`config.mk`:
```
export PLATFORM = sky130hd
export DESIGN_NAME = c_subset_lexer
export DESIGN_NICKNAME = d
export VERILOG_FILES = /design/src/hw/rtl/csl_pkg.sv /design/src/hw/rtl/csl_front.sv /design/src/hw/rtl/csl_queue.sv /design/src/hw/rtl/csl_back.sv /design/src/hw/rtl/c_subset_lexer.sv
export VERILOG_INCLUDE_DIRS = /design/src /design/src/hw/rtl
export SDC_FILE = /design/constraint.sdc
export NUM_CORES = 1
export LEC_CHECK = 0
export BUFFER_PORTS_ARGS = -buffer_cell sky130_fd_sc_hd__buf_4
export CAP_MARGIN = 10
export CORE_MARGIN = 2
export CORE_UTILIZATION = 35
export DETAILED_ROUTE_END_ITERATION = 16
export PLACE_DENSITY = 0.6
export SLEW_MARGIN = 20
export SYNTH_ARGS = -nofsm -noshare
export SYNTH_HDL_FRONTEND = slang
export SYNTH_SLANG_ARGS = --single-unit
```
`constraint.sdc`:
```
create_clock -name clk -period 4.85 [get_ports clk]
set_input_delay 0 -clock clk [delete_from_list [all_inputs] [get_ports clk]]
set_output_delay 0 -clock clk [all_outputs]
set_load 0.05 [all_outputs]
```
`src/hw/rtl/c_subset_lexer_defines.svh`:
```
// Assertion macros shared by the c_subset_lexer RTL.
// Used inside modules that have clk and rst in scope; no other dependencies.
`ifndef C_SUBSET_LEXER_DEFINES_SVH
`define C_SUBSET_LEXER_DEFINES_SVH

// Condition must hold at every clock edge outside reset.
`define CSL_ASSERT_NOW(label, cond, msg) \
  label: assert property (@(posedge clk) disable iff (rst) (cond)) else $error(msg);

// Antecedent implies consequent in the same cycle.
`define CSL_ASSERT_IMPLY(label, ante, cons, msg) \
  label: assert property (@(posedge clk) disable iff (rst) (ante) |-> (cons)) \
    else $error(msg);

`endif

```
`src/hw/rtl/csl_pkg.sv`:
```
// Package for the c_subset_lexer: token codes, scan modes, keyword table,
// queue entry types and default parameter values. No dependencies.
package csl_pkg;

  localparam int POS_BITS_DEF = 32;
  localparam int LEN_BITS_DEF = 16;
  localparam int KW_MAX_LEN_DEF = 8;
  localparam int Q_DEPTH = 4;
  localparam int Q_PTR_W = $clog2(Q_DEPTH);
  localparam int Q_CNT_W = $clog2(Q_DEPTH + 1);
  localparam int N_KW = 12;

  localparam logic [5:0] K_END      = 6'd0;
  localparam logic [5:0] K_ERR      = 6'd1;
  localparam logic [5:0] K_INTC     = 6'd2;
  localparam logic [5:0] K_FLOATC   = 6'd3;
  localparam logic [5:0] K_LONGC    = 6'd4;
  localparam logic [5:0] K_UINTC    = 6'd5;
  localparam logic [5:0] K_ID       = 6'd6;
  localparam logic [5:0] K_KW0      = 6'd7;
  localparam logic [5:0] K_PLUS     = 6'd19;
  localparam logic [5:0] K_MINUS    = 6'd20;
  localparam logic [5:0] K_MUL      = 6'd21;
  localparam logic [5:0] K_DIV      = 6'd22;
  localparam logic [5:0] K_LPAREN   = 6'd23;
  localparam logic [5:0] K_RPAREN   = 6'd24;
  localparam logic [5:0] K_LBRACE   = 6'd25;
  localparam logic [5:0] K_RBRACE   = 6'd26;
  localparam logic [5:0] K_LBRACKET = 6'd27;
  localparam logic [5:0] K_RBRACKET = 6'd28;
  localparam logic [5:0] K_SEMI     = 6'd29;
  localparam logic [5:0] K_COMMA    = 6'd30;
  localparam logic [5:0] K_ASSIGN   = 6'd31;
  localparam logic [5:0] K_EQ       = 6'd32;
  localparam logic [5:0] K_NEQ      = 6'd33;
  localparam logic [5:0] K_LT       = 6'd34;
  localparam logic [5:0] K_LE       = 6'd35;
  localparam logic [5:0] K_GT       = 6'd36;
  localparam logic [5:0] K_GE       = 6'd37;
  localparam logic [5:0] K_STRING   = 6'd38;

  // keyword text, first character in the low byte
  localparam logic [63:0] KW_TEXT [N_KW] = '{
    64'("fi"), 64'("esle"), 64'("elihw"), 64'("od"), 64'("rof"), 64'("kaerb"),
    64'("nruter"), 64'("tni"), 64'("gnol"), 64'("taolf"), 64'("dengisnu"),
    64'("diov")
  };
  localparam logic [3:0] KW_LEN [N_KW] = '{
    4'd2, 4'd4, 4'd5, 4'd2, 4'd3, 4'd5, 4'd6, 4'd3, 4'd4, 4'd5, 4'd8, 4'd4
  };

  typedef enum logic [11:0] {
    M_IDLE    = 12'b000000000001,
    M_INT     = 12'b000000000010,
    M_FRAC    = 12'b000000000100,
    M_IDENT   = 12'b000000001000,
    M_SLASH   = 12'b000000010000,
    M_EQ      = 12'b000000100000,
    M_BANG    = 12'b000001000000,
    M_LT      = 12'b000010000000,
    M_GT      = 12'b000100000000,
    M_COMMENT = 12'b001000000000,
    M_STR     = 12'b010000000000,
    M_STR_ESC = 12'b100000000000
  } mode_t;

  typedef struct packed {
    logic [5:0]  kind;
    logic [31:0] start;
    logic [15:0] len;
  } tok_t;

  typedef struct packed {
    logic two;
    tok_t tok0;
    tok_t tok1;
  } entry_t;

  typedef struct packed {
    logic full;
    logic empty;
  } q_stat_t;

endpackage

```
`src/hw/rtl/csl_front.sv`:
```
// Front end of the lexer: scan mode register and per-byte classification.
// Builds at most one queue entry of one or two tokens per item. Uses csl_pkg.
module csl_front
  import csl_pkg::*;
#(
  parameter int POS_BITS = POS_BITS_DEF,
  parameter int LEN_BITS = LEN_BITS_DEF,
  parameter int KEYWORD_MAX_LEN = KW_MAX_LEN_DEF
) (
  input  logic       clk,
  input  logic       rst,
  input  logic       take,
  input  logic [7:0] char_code,
  input  logic       end_of_input,
  output logic       push,
  output entry_t     entry
);

  localparam int IDX_W = $clog2(KEYWORD_MAX_LEN);
  localparam logic [7:0] CH_TAB = 8'h09;
  localparam logic [7:0] CH_LF  = 8'h0A;
  localparam logic [7:0] CH_CR  = 8'h0D;
  localparam logic [7:0] CH_SP  = 8'h20;

  mode_t                          mode, mode_next;
  logic [POS_BITS-1:0]            pos, pos_next;
  logic [POS_BITS-1:0]            lstart, lstart_next;
  logic [LEN_BITS-1:0]            llen, llen_next;
  logic [KEYWORD_MAX_LEN-1:0][7:0] lbuf, lbuf_next;

  logic [POS_BITS-1:0] pos_inc;
  logic [LEN_BITS-1:0] len_inc;
  logic                is_digit, is_alpha;

  logic                flush_v;
  logic [5:0]          flush_k, id_kind;
  logic [LEN_BITS-1:0] flush_l;

  mode_t      d_mode;
  logic       d_begin, d_emit;
  logic [5:0] d_kind;

  logic                e_v, mismatch, disp, has;
  logic [5:0]          e_k, k_cmp;
  logic [LEN_BITS-1:0] e_l;
  tok_t                tok_e, tok_d, tok_end;

  function automatic logic [31:0] sat_pos(input logic [POS_BITS-1:0] p);
    logic [63:0] w;
    w = 64'(p);
    return (|w[63:32]) ? 32'hFFFF_FFFF : w[31:0];
  endfunction

  function automatic logic [15:0] sat_len(input logic [LEN_BITS-1:0] l);
    logic [31:0] w;
    w = 32'(l);
    return (|w[31:16]) ? 16'hFFFF : w[15:0];
  endfunction

  assign pos_inc  = (&pos) ? pos : pos + 1'b1;
  assign len_inc  = (&llen) ? llen : llen + 1'b1;
  assign is_digit = char_code inside {["0":"9"]};
  assign is_alpha = char_code inside {["a":"z"], ["A":"Z"], "_"};

  always_comb begin
    id_kind = K_ID;
    for (int i = N_KW - 1; i >= 0; i--) begin
      if (llen == LEN_BITS'(KW_LEN[i]) && lbuf[7:0] == KW_TEXT[i]) begin
        id_kind = 6'(K_KW0 + 6'(i));
      end
    end
  end

  always_comb begin
    flush_v = 1'b1;
    flush_k = K_ERR;
    flush_l = llen;
    case (mode)
      M_INT:   flush_k = K_INTC;
      M_FRAC:  flush_k = K_FLOATC;
      M_IDENT: flush_k = id_kind;
      M_SLASH: begin
        flush_k = K_DIV;
        flush_l = LEN_BITS'(1);
      end
      M_EQ: begin
        flush_k = K_ASSIGN;
        flush_l = LEN_BITS'(1);
      end
      M_BANG:  flush_l = LEN_BITS'(1);
      M_LT: begin
        flush_k = K_LT;
        flush_l = LEN_BITS'(1);
      end
      M_GT: begin
        flush_k = K_GT;
        flush_l = LEN_BITS'(1);
      end
      M_STR, M_STR_ESC: flush_k = K_ERR;
      default: flush_v = 1'b0;
    endcase
  end

  always_comb begin
    d_mode  = M_IDLE;
    d_begin = 1'b0;
    d_emit  = 1'b0;
    d_kind  = K_ERR;
    case (char_code)
      CH_SP, CH_LF, CH_CR, CH_TAB: ;
      "#": d_mode = M_COMMENT;
      "/": begin
        d_mode  = M_SLASH;
        d_begin = 1'b1;
      end
      "=": begin
        d_mode  = M_EQ;
        d_begin = 1'b1;
      end
      "!": begin
        d_mode  = M_BANG;
        d_begin = 1'b1;
      end
      "<": begin
        d_mode  = M_LT;
        d_begin = 1'b1;
      end
      ">": begin
        d_mode  = M_GT;
        d_begin = 1'b1;
      end
      "\"": begin
        d_mode  = M_STR;
        d_begin = 1'b1;
      end
      "+": begin d_emit = 1'b1; d_kind = K_PLUS;     end
      "-": begin d_emit = 1'b1; d_kind = K_MINUS;    end
      "*": begin d_emit = 1'b1; d_kind = K_MUL;      end
      "(": begin d_emit = 1'b1; d_kind = K_LPAREN;   end
      ")": begin d_emit = 1'b1; d_kind = K_RPAREN;   end
      "{": begin d_emit = 1'b1; d_kind = K_LBRACE;   end
      "}": begin d_emit = 1'b1; d_kind = K_RBRACE;   end
      "[": begin d_emit = 1'b1; d_kind = K_LBRACKET; end
      "]": begin d_emit = 1'b1; d_kind = K_RBRACKET; end
      ";": begin d_emit = 1'b1; d_kind = K_SEMI;     end
      ",": begin d_emit = 1'b1; d_kind = K_COMMA;    end
      default: begin
        if (is_digit) begin
          d_mode  = M_INT;
          d_begin = 1'b1;
        end else if (is_alpha) begin
          d_mode  = M_IDENT;
          d_begin = 1'b1;
        end else begin
          d_emit = 1'b1;
        end
      end
    endcase
  end

  always_comb begin
    mode_next   = mode;
    pos_next    = pos;
    lstart_next = lstart;
    llen_next   = llen;
    lbuf_next   = lbuf;
    e_v         = 1'b0;
    e_k         = K_ERR;
    e_l         = llen;
    mismatch    = 1'b0;
    disp        = 1'b0;
    k_cmp       = K_GE;
    if (end_of_input) begin
      e_v       = flush_v;
      e_k       = flush_k;
      e_l       = flush_l;
      mode_next = M_IDLE;
    end else begin
      pos_next = pos_inc;
      case (mode)
        M_IDLE: disp = 1'b1;
        M_COMMENT: begin
          if (char_code == CH_LF) mode_next = M_IDLE;
        end
        M_INT: begin
          if (is_digit) begin
            llen_next = len_inc;
          end else if (char_code == ".") begin
            llen_next = len_inc;
            mode_next = M_FRAC;
          end else if (char_code inside {"L", "l", "U", "u"}) begin
            llen_next = len_inc;
            e_v       = 1'b1;
            e_k       = (char_code inside {"L", "l"}) ? K_LONGC : K_UINTC;
            e_l       = len_inc;
            mode_next = M_IDLE;
          end else begin
            mismatch = 1'b1;
          end
        end
        M_FRAC: begin
          if (is_digit) llen_next = len_inc;
          else mismatch = 1'b1;
        end
        M_IDENT: begin
          if (is_alpha || is_digit) begin
            if (32'(llen) < 32'(KEYWORD_MAX_LEN)) lbuf_next[llen[IDX_W-1:0]] = char_code;
            llen_next = len_inc;
          end else begin
            mismatch = 1'b1;
          end
        end
        M_SLASH: begin
          if (char_code == "/") mode_next = M_COMMENT;
          else mismatch = 1'b1;
        end
        M_EQ, M_BANG, M_LT, M_GT: begin
          case (mode)
            M_EQ:    k_cmp = K_EQ;
            M_BANG:  k_cmp = K_NEQ;
            M_LT:    k_cmp = K_LE;
            default: k_cmp = K_GE;
          endcase
          if (char_code == "=") begin
            e_v       = 1'b1;
            e_k       = k_cmp;
            e_l       = LEN_BITS'(2);
            mode_next = M_IDLE;
          end else begin
            mismatch = 1'b1;
          end
        end
        M_STR: begin
          llen_next = len_inc;
          if (char_code == "\"") begin
            e_v       = 1'b1;
            e_k       = K_STRING;
            e_l       = len_inc;
            mode_next = M_IDLE;
          end else if (char_code == "\\") begin
            mode_next = M_STR_ESC;
          end
        end
        M_STR_ESC: begin
          llen_next = len_inc;
          mode_next = M_STR;
        end
        default: disp = 1'b1;
      endcase
      if (mismatch) begin
        e_v  = flush_v;
        e_k  = flush_k;
        e_l  = flush_l;
        disp = 1'b1;
      end
      if (disp) begin
        mode_next = d_mode;
        if (d_begin) begin
          lstart_next = pos;
          llen_next   = LEN_BITS'(1);
          if (d_mode == M_IDENT) begin
            lbuf_next    = '0;
            lbuf_next[0] = char_code;
          end
        end
      end
    end
  end

  always_comb begin
    tok_e   = '{kind: e_k, start: sat_pos(lstart), len: sat_len(e_l)};
    tok_d   = '{kind: d_kind, start: sat_pos(pos), len: 16'd1};
    tok_end = '{kind: K_END, start: sat_pos(pos), len: 16'd0};
    if (end_of_input) begin
      has        = 1'b1;
      entry.two  = e_v;
      entry.tok0 = e_v ? tok_e : tok_end;
      entry.tok1 = tok_end;
    end else begin
      has        = e_v || (disp && d_emit);
      entry.two  = e_v && disp && d_emit;
      entry.tok0 = e_v ? tok_e : tok_d;
      entry.tok1 = tok_d;
    end
  end

  assign push = take && has;

  always_ff @(posedge clk) begin
    if (rst) begin
      mode   <= M_IDLE;
      pos    <= '0;
      lstart <= '0;
      llen   <= '0;
      lbuf   <= '0;
    end else if (take) begin
      mode   <= mode_next;
      pos    <= pos_next;
      lstart <= lstart_next;
      llen   <= llen_next;
      lbuf   <= lbuf_next;
    end
  end

endmodule

```
`src/hw/rtl/csl_queue.sv`:
```
// Short token queue between the lexer front and back ends.
// Holds Q_DEPTH entries of one or two tokens. Uses csl_pkg and the defines header.
`include "c_subset_lexer_defines.svh"
module csl_queue
  import csl_pkg::*;
(
  input  logic    clk,
  input  logic    rst,
  input  logic    push,
  input  entry_t  wr_entry,
  input  logic    pop,
  output entry_t  rd_entry,
  output q_stat_t stat
);

  entry_t               mem [Q_DEPTH];
  logic [Q_PTR_W-1:0]   wr_ptr, rd_ptr;
  logic [Q_CNT_W-1:0]   count;

  assign stat.full  = (count == Q_CNT_W'(Q_DEPTH));
  assign stat.empty = (count == '0);
  assign rd_entry   = mem[rd_ptr];

  always_ff @(posedge clk) begin
    if (push) mem[wr_ptr] <= wr_entry;
  end

  always_ff @(posedge clk) begin
    if (rst) begin
      wr_ptr <= '0;
      rd_ptr <= '0;
      count  <= '0;
    end else begin
      if (push) wr_ptr <= Q_PTR_W'((32'(wr_ptr) + 1) % Q_DEPTH);
      if (pop)  rd_ptr <= Q_PTR_W'((32'(rd_ptr) + 1) % Q_DEPTH);
      case ({push, pop})
        2'b10:   count <= count + 1'b1;
        2'b01:   count <= count - 1'b1;
        default: count <= count;
      endcase
    end
  end

  `CSL_ASSERT_IMPLY(a_no_overflow, push, !stat.full || pop, "push into full queue")
  `CSL_ASSERT_IMPLY(a_no_underflow, pop, !stat.empty, "pop from empty queue")

endmodule

```
`src/hw/rtl/csl_back.sv`:
```
// Back end of the lexer: drains queue entries into a registered token output,
// one token per transfer, and marks the last token of each item. Uses csl_pkg.
`include "c_subset_lexer_defines.svh"
module csl_back
  import csl_pkg::*;
(
  input  logic        clk,
  input  logic        rst,
  input  q_stat_t     stat,
  input  entry_t      rd_entry,
  output logic        pop,
  output logic        out_valid,
  input  logic        out_stall,
  output logic [5:0]  token_kind,
  output logic [31:0] token_start,
  output logic [15:0] token_length,
  output logic        last_of_run
);

  logic pend_v;
  tok_t pend;
  logic load;

  assign load = !out_valid || !out_stall;
  assign pop  = load && !pend_v && !stat.empty;

  always_ff @(posedge clk) begin
    if (rst) begin
      out_valid <= 1'b0;
      pend_v    <= 1'b0;
    end else if (load) begin
      if (pend_v) begin
        out_valid    <= 1'b1;
        pend_v       <= 1'b0;
        token_kind   <= pend.kind;
        token_start  <= pend.start;
        token_length <= pend.len;
        last_of_run  <= 1'b1;
      end else if (!stat.empty) begin
        out_valid    <= 1'b1;
        pend_v       <= rd_entry.two;
        pend         <= rd_entry.tok1;
        token_kind   <= rd_entry.tok0.kind;
        token_start  <= rd_entry.tok0.start;
        token_length <= rd_entry.tok0.len;
        last_of_run  <= !rd_entry.two;
      end else begin
        out_valid <= 1'b0;
      end
    end
  end

  `CSL_ASSERT_IMPLY(a_pend_behind_first, pend_v, out_valid && !last_of_run,
                    "second token pending without first token on output")
  `CSL_ASSERT_NOW(a_pop_gated, !(pop && pend_v), "queue popped while second token pending")

endmodule

```
`src/hw/rtl/c_subset_lexer.sv`:
```
// c_subset_lexer: takes one byte or end marker per cycle while in_stall is low; the
// first token of an item is written into the queue, then registered onto the output,
// then one token per cycle while out_stall is low. Throughput: one item per cycle
// while the 4-entry queue has room; items that yield two tokens drain token by token.
// Reset (rst, synchronous): scan mode idle, offset zero, queue and output empty.
module c_subset_lexer
  import csl_pkg::*;
#(
  parameter int POS_BITS = POS_BITS_DEF,
  parameter int LEN_BITS = LEN_BITS_DEF,
  parameter int KEYWORD_MAX_LEN = KW_MAX_LEN_DEF
) (
  input  logic        clk,
  input  logic        rst,
  input  logic        in_valid,
  output logic        in_stall,
  input  logic [7:0]  char_code,
  input  logic        end_of_input,
  output logic        out_valid,
  input  logic        out_stall,
  output logic [5:0]  token_kind,
  output logic [31:0] token_start,
  output logic [15:0] token_length,
  output logic        last_of_run
);

  logic    take, push, pop;
  entry_t  wr_entry, rd_entry;
  q_stat_t stat;

  assign in_stall = stat.full;
  assign take     = in_valid && !stat.full;

  csl_front #(
    .POS_BITS(POS_BITS),
    .LEN_BITS(LEN_BITS),
    .KEYWORD_MAX_LEN(KEYWORD_MAX_LEN)
  ) u_front (
    .clk(clk),
    .rst(rst),
    .take(take),
    .char_code(char_code),
    .end_of_input(end_of_input),
    .push(push),
    .entry(wr_entry)
  );

  csl_queue u_queue (
    .clk(clk),
    .rst(rst),
    .push(push),
    .wr_entry(wr_entry),
    .pop(pop),
    .rd_entry(rd_entry),
    .stat(stat)
  );

  csl_back u_back (
    .clk(clk),
    .rst(rst),
    .stat(stat),
    .rd_entry(rd_entry),
    .pop(pop),
    .out_valid(out_valid),
    .out_stall(out_stall),
    .token_kind(token_kind),
    .token_start(token_start),
    .token_length(token_length),
    .last_of_run(last_of_run)
  );

endmodule

```
==> flow_metrics.py, run 1 <==
metrics = {
    "synth": {
        "synthMuxAreaShare_pct": 11.0,
        "syn_area_mm2": 0.0274,
        "synth_enable_flop_cells": 465,
        "synth-async-reset-ratio_pct": 0,
        "syn-instance-count": 2083,
        "synth.net_count": 2107,
        "yosysWarningCount": 0,
        "synth_top_family_by_area": "simple AND/OR/NAND/NOR gates",
        "synthSimpleGateAreaFrac_pct": 15.8,
        "synth-main-ff-cell": "edfxtp_1",
        "syn-mean-instance-area_um2": 13.2,
        "synth_compound_area_share_pct": 5.99,
        "synth_xor_area_share_pct": 1.34,
        "synth_most_common_cell": "edfxtp_1",
        "synth_area_leaders": "edfxtp_1 (51%), dfxtp_1 (12%), mux4_2 (7.6%), nand2_1 (3.1%), nor2_1 (2.3%)",
        "seq_area_frac_synth_pct": 63.2,
        "ys_ff_latch": 632,
        "synth.top_cell.area_share_pct": 51.0,
        "yosys-top-cells-count": "edfxtp_1 (465), nand2_1 (229), dfxtp_1 (167)",
        "synth_fa_ha_area_share_pct": 0.530,
        "synth_area_leader_cell": "edfxtp_1",
        "synth_cell_types": 102,
    },
    "worst_setup_path": {
        "cp_cell_sequence": "nor4_1 -> nand4_1 -> nor2_1 -> nor2_1 -> nand2b_1 -> o21ai_4 -> buf_4 -> nor2_1",
        "path_common_cell": "nor2_1",
        "critPathMaxStageDelay_ns": 0.90,
        "rr_endpoint": "u_queue.mem[2][69]",
        "crit_family": "simple AND/OR/NAND/NOR gates",
        "critPathRequiredTime_ns": 5.16,
        "start_kind": "flop",
        "cp_max_fo": 27,
        "r2r_slack_ns": 0.81,
        "crit_arrival_ns": 4.34,
        "reg2reg_from": "u_front.mode[8]",
        "critPathBufInv": 1,
        "critical_path_class": "reg2reg",
        "crit_path_end_kind": "flop",
        "cp_slowest_cell": "o21ai_4",
        "reg2reg_depth": 8,
    },
    "clock_tree": {
        "htree_levels": 3,
        "path_clk_slew_ns": 0.06,
        "cts-root-buf": "clkbuf_16",
        "clk_path_buf_depth": 3,
        "cts_tree": "built",
        "clkLatencyLatePin_ns": 0.61,
        "cts_num_sinks": 632,
        "cts_buffers": 69,
    },
    "timing": {
        "worst_pin_slew_ns": 1.10,
        "min_period_over_period_pct": 83.2,
        "min_period_ns": 4.04,
        "slew_viol_final": 0,
        "hold_viol_final": 0,
        "skew_ns": 0.0354,
        "fmax_mhz": 248,
        "tns_ns": 0,
        "slew_headroom_pct": 26.6,
        "setup_viol": 0,
        "rsz0062_at_grt": "false",
    },
    "detailed_routing": {
        "wl_um": 68900,
        "vias": 17500,
        "antenna_left": 0,
        "firstDrtPassIters": 7,
        "drc": 0,
        "viasPerCell": 5.36,
        "drt_iter0_drc": 1667,
        "wl_per_cell_um": 21.2,
    },
    "place": {
        "post_dp_cell_area_mm2": 0.0291,
        "placed_cells": 3113,
        "hpwl_um": 44000,
        "io_buffers": 69,
        "finalWeightedCongestion": 0.936,
    },
    "job": {
        "maxCapViolations": 0,
    },
    "power_and_ir_drop": {
        "leakage_nw": 10.6,
        "ir_worst_vdd_uv": 203,
        "p_per_area_mw_per_mm2": 461,
    },
    "die": {
        "die_x_um": 284,
        "rows": 102,
        "start_util_pct": 35.4,
        "design.core.area_mm2": 0.0775,
        "ios": 70,
        "die_h_um": 284,
        "design.die.area_mm2": 0.0806,
    },
    "final_layout": {
        "fillers": 7149,
        "drive_gt1_share_pct": 17.8,
        "syn2layout_area_growth_pct": 15.0,
        "fin_area_mm2": 0.0315,
        "final_cells": 3255,
        "fin_nets": 2181,
    },
    "global_route": {
        "grt_first_pass_wirelength_um": 106000,
        "overflow": 0,
        "grt_max_degree": 73,
        "grt_pass1_vias": 17700,
        "antenna_found_initial": 0,
        "grt_use_total_pct": 16.9,
    },
    "min_path": {
        "holdPathStages": 4,
        "hold_path.class": "in2reg",
        "hp-start": "out_stall",
        "min_to": "u_back.out_valid",
    },
    "status": {
        "status": "complete, no violations",
    },
}
## worst max-delay path by stage
stage                     cells past startpoint  slack [ns]                 end             start
after global routing                         13        0.49    u_queue.count[2]   u_front.mode[8]
after global placement                       13        0.94    u_queue.count[2]   u_front.mode[8]
final                                         8        0.81  u_queue.mem[2][69]   u_front.mode[8]
after detailed placement                      8        0.86  u_queue.mem[1][69]   u_front.mode[8]
after CTS                                     8        0.82  u_queue.mem[3][63]   u_front.mode[8]
after floorplan                               9       0.002   u_queue.mem[0][0]  u_front.mode[11]
## area by class of cell
type | instances | area [um2] | share of cell area [%]
Inverter | 23 | 86.3 | 0.274
Clock inverter | 20 | 163 | 0.516
Timing Repair Buffer | 119 | 1030 | 3.26
Antenna cell | 1 | 2.50 | 0.00794
Tap cell | 1040 | 1300 | 4.13
Clock buffer | 108 | 2070 | 6.56
Multi-Input combinational cell | 1312 | 9550 | 30.3
Sequential cell | 632 | 17300 | 54.9
## stage by stage
stage / util (%) / setup WS [ns] / total power, mW / hold WS (ns)
2_1_floorplan: - / 0.00152 / 8.72 / 0.145
3_3_place_gp: 37.6 / 0.939 / 9.58 / 0.323
3_5_place_dp: 37.6 / 0.865 / 9.61 / 0.328
4_1_cts: 40.7 / 0.824 / 14.7 / 0.254
5_1_grt: 40.7 / 0.494 / 15.1 / 0.298
6_report: 40.7 / 0.813 / 14.5 / 0.286
## what timing repair did
| item | 4_1_cts | 5_1_grt |
|---|---|---|
| hold endpoints to repair | 110 | 0 |
| resized for setup | 0 | 0 |
| hold buffers | 13 | 0 |
| setup buffers | 0 | 0 |
## placed cells by master (no fill, tap or decap), types with 8 or more instances in the layout
master and count:
or4_1 18, ha_1 10, and4_1 11, and2_1 12
o21ai_0 45, clkbuf_8 11, nor4_1 34, clkbuf_16 73
clkinv_2 8, buf_4 98, nor3b_1 8, nand2b_1 31
dfxtp_1 164, xor2_1 24, nor2b_1 33, nor3_1 38
a22oi_1 10, nor2_1 165, clkbuf_1 24, nand4b_1 8
o211ai_1 14, mux4_2 93, or3_1 18, xnor2_1 18
mux2_2 40, buf_12 8, nand2_1 229, and3_1 26
edfxtp_1 465, nand3b_1 10, nand4_1 24, mux2i_1 44
a21oi_1 97, dlygate4sd3_1 13, nand3_1 105, inv_1 22
## cells by family (layout without fill, tap and decap cells)
family / count (synthesis) / count (layout)
buf+inv: 139 / 270
mux: 179 / 179
simple gates: 832 / 832
fa+ha+maj: 11 / 11
other cells: 0 / 1
xor+xnor: 42 / 42
flops: 632 / 632
compound gates: 248 / 248
## worst register-to-register path: stages, from the launching register on
cell      delay (ns)
dfxtp_1         0.58
nor4_1          0.19
nand4_1         0.38
nor2_1          0.15
nor2_1          0.62
nand2b_1        0.26
o21ai_4         0.90
buf_4           0.48
nor2_1          0.19
## power breakdown
group | internal, mW | switching (mW)
sequential | 6.50 | 0.244
clock | 3.00 | 2.11
combinational | 1.06 | 1.62
## metal layers
metal  part of all wire (%)  GRT usage (%)  wire length, um  vias to the layer above
met4                    3.0           5.90             2090                        0
li1                       -              -                -                     8078
met5                      0              0                0                        -
met3                    4.4           2.66             3010                      135
met2                     51           29.6            34800                      459
met1                     42           21.2            29000                     8788
## flip-flops by register name, summed over array words and instances (netlist names), 6 cells and up, named ones only
register / count
u_front.llen: 16
u_back.token_start: 32
u_front.pos: 32
u_back.token_kind: 6
u_front.mode: 12
u_front.lbuf: 64
u_queue.mem: 372
u_front.lstart: 32
u_back.token_length: 16
u_back.pend: 38
No activity file was read; power rests on OpenSTA's default activity.
==> run 2, diff against run 1 <==
--- a/config.mk
+++ b/config.mk
@@ -11,7 +11,7 @@
 export CORE_MARGIN = 2
 export CORE_UTILIZATION = 35
 export DETAILED_ROUTE_END_ITERATION = 16
-export PLACE_DENSITY = 0.6
+export PLACE_DENSITY = 0.58
 export SLEW_MARGIN = 20
 export SYNTH_ARGS = -nofsm -noshare
 export SYNTH_HDL_FRONTEND = slang
==> constraint.sdc (replaced) <==
create_clock -name clk -period 3.8 [get_ports clk]
set_input_delay 0 -clock clk [delete_from_list [all_inputs] [get_ports clk]]
set_output_delay 0 -clock clk [all_outputs]
set_load 0.05 [all_outputs]
==> run 2 against run 1 <==
  * Via count is 1.2% higher
  * Die area stayed put
  * Core utilization is 1.1 points higher
  * Largest power group unchanged
==> flow_metrics.py, run 2 (same netlist as run 1, synthesis figures left out) <==
metrics = {
    "final_layout": {
        "fin_nets": 2246,
        "final_common_cell": "edfxtp_1",
        "final_cells": 3319,
        "drive_gt1_share_pct": 20.8,
        "n_antenna_cell": 0,
        "fillers": 7179,
        "seqCellArea_mm2": 0.0173,
        "most-common-layout-cells": "edfxtp_1 (465), nand2_1 (229), nor2_1 (165), dfxtp_1 (164), buf_4 (151)",
        "reg.largest.list": "u_queue.mem (372), u_front.lbuf (64), u_back.pend (38)",
        "largest_reg_flops": 372,
        "regMostFlops": "u_queue.mem",
        "fin_util_pct": 41.8,
        "syn2layout_area_growth_pct": 18.2,
        "multiInputGateArea_mm2": 0.00956,
    },
    "worst_setup_path": {
        "startpoint": "u_front.mode[7]",
        "cp_max_fo": 9,
        "critical_path_class": "reg2reg",
        "critPathRequiredTime_ns": 4.33,
        "critPathCapture": "u_queue.count[2]",
        "reg2reg_depth": 13,
        "start_kind": "flop",
        "r2r_slack_ns": 0.24,
        "crit_arrival_ns": 4.09,
        "rr_endpoint": "u_queue.count[2]",
        "crit_path_end_kind": "flop",
        "reg2reg_from": "u_front.mode[7]",
    },
    "place": {
        "io_buffers": 69,
        "hpwl_um": 46100,
        "finalWeightedCongestion": 0.945,
        "placed_cells": 3173,
    },
    "job": {
        "maxCapViolations": 0,
    },
    "timing": {
        "hold_viol_final": 0,
        "timing.hold.ws_ns": 0.277,
        "skew_ns": 0.0338,
        "setup_viol": 0,
        "min_period_over_period_pct": 93.6,
        "fmax_mhz": 281,
        "worst_pin_slew_ns": 0.931,
        "min_period_ns": 3.56,
        "slew_headroom_pct": 37.5,
        "slew_viol_final": 0,
    },
    "die": {
        "design.die.area_mm2": 0.0806,
        "design.core.area_mm2": 0.0775,
        "rows": 102,
        "ios": 70,
        "start_util_pct": 35.4,
        "die_h_um": 284,
        "die_x_um": 284,
    },
    "global_route": {
        "antenna_found_initial": 0,
        "grt_first_pass_wirelength_um": 108000,
        "grt_use_total_pct": 17.3,
        "grt_max_degree": 62,
        "grt_pass1_vias": 18100,
        "overflow": 0,
    },
    "power_and_ir_drop": {
        "clkPwrFrac_pct": 37.2,
        "internal_power_mw": 14.1,
        "p_switching_mw": 5.25,
        "leakage_nw": 11.1,
        "p_per_area_mw_per_mm2": 596,
        "comb_power_share_pct": 18.3,
        "seqPwrFrac_pct": 44.5,
        "ir_worst_vdd_uv": 350,
        "p_sw_share_pct": 27.2,
    },
    "clock_tree": {
        "cts_buffers": 71,
        "cts_num_sinks": 632,
        "htree_levels": 3,
        "cts-root-buf": "clkbuf_16",
        "cts_tree": "built",
        "clkLatencyLatePin_ns": 0.61,
        "path_clk_slew_ns": 0.06,
        "clk_path_buf_depth": 3,
    },
    "detailed_routing": {
        "viasPerCell": 5.33,
        "wl_um": 70000,
        "drc": 0,
        "antenna_left": 0,
        "vias": 17700,
        "drt_iter0_drc": 1358,
        "firstDrtPassIters": 5,
        "wl_per_cell_um": 21.1,
    },
    "min_path": {
        "hold_path.class": "in2reg",
        "hp-start": "out_stall",
    },
    "status": {
        "status": "complete, no violations",
    },
}
-- run 2: worst min-delay path by stage --
stage / end / slack [ns] / depth (start not counted)
detailed placement: u_back.out_valid / 0.32 / 3
global route: u_back.out_valid / 0.27 / 4
global placement: u_back.out_valid / 0.32 / 3
finish: u_back.out_valid / 0.28 / 4
CTS: u_back.out_valid / 0.24 / 4
floorplan: u_back.out_valid / 0.14 / 2
-- run 2: power by group through the flow --
stage | registers [mW] | logic, mW | clock network [mW]
after floorplan | 9.36 | 1.75 | 0
final | 8.59 | 3.54 | 7.18
after CTS | 8.60 | 3.64 | 7.36
after global routing | 8.66 | 3.78 | 7.61
after detailed placement | 8.74 | 3.62 | 0
after global placement | 8.72 | 3.60 | 0
-- run 2: repair_timing --
action	in CTS	in global routing
hold buffers	13	0
endpoints found under the setup margin	0	2
endpoints found under the hold margin	91	0
buffers inserted	0	3
gates resized for setup	0	3
-- run 2: layer usage --
layer | vias to the layer above | part of all wire, % | global-route usage, %
met3 | 130 | 4.1 | 2.62
met1 | 8914 | 42 | 21.5
met2 | 453 | 51 | 30.4
met4 | 0 | 3.2 | 6.16
li1 | 8179 | - | -
met5 | - | 0 | 0
-- run 2: per-stage QoR --
| stage | worst slack, ns | total power, mW | instance area [um2] | TNS, ns |
|---|---|---|---|---|
| 3_5_place_dp | 0.135 | 12.4 | 29700 | 0 |
| 4_1_cts | 0.0598 | 19.6 | 32400 | 0 |
| 5_1_grt | -0.00688 | 20.0 | 32400 | -0.00688 |
| 2_1_floorplan | -0.0157 | 11.1 | 27400 | -5.82 |
| 3_3_place_gp | 0.216 | 12.3 | 29700 | 0 |
| 6_report | 0.242 | 19.3 | 32400 | 0 |
-- run 2: final cells by class --
cell class / instances / share of cell area, %
repair buffers: 182 / 5.01
inverters: 23 / 0.267
multi-input cells: 1312 / 29.5
well taps: 1040 / 4.02
clock inverters: 42 / 1.76
flip-flops and latches: 632 / 53.5
clock buffers: 88 / 5.96
-- run 2: critical path: stages (launching register included) --
cell and delay, ns:
dfxtp_1 0.55, xor2_1 0.12, o211ai_1 0.27, a2111oi_0 0.16
buf_4 0.17, or4_4 0.43, o31a_1 0.42, inv_2 0.13
ha_1 0.19, inv_1 0.06, fa_1 0.38, xor2_1 0.16
or3_1 0.30, a21oi_1 0.14
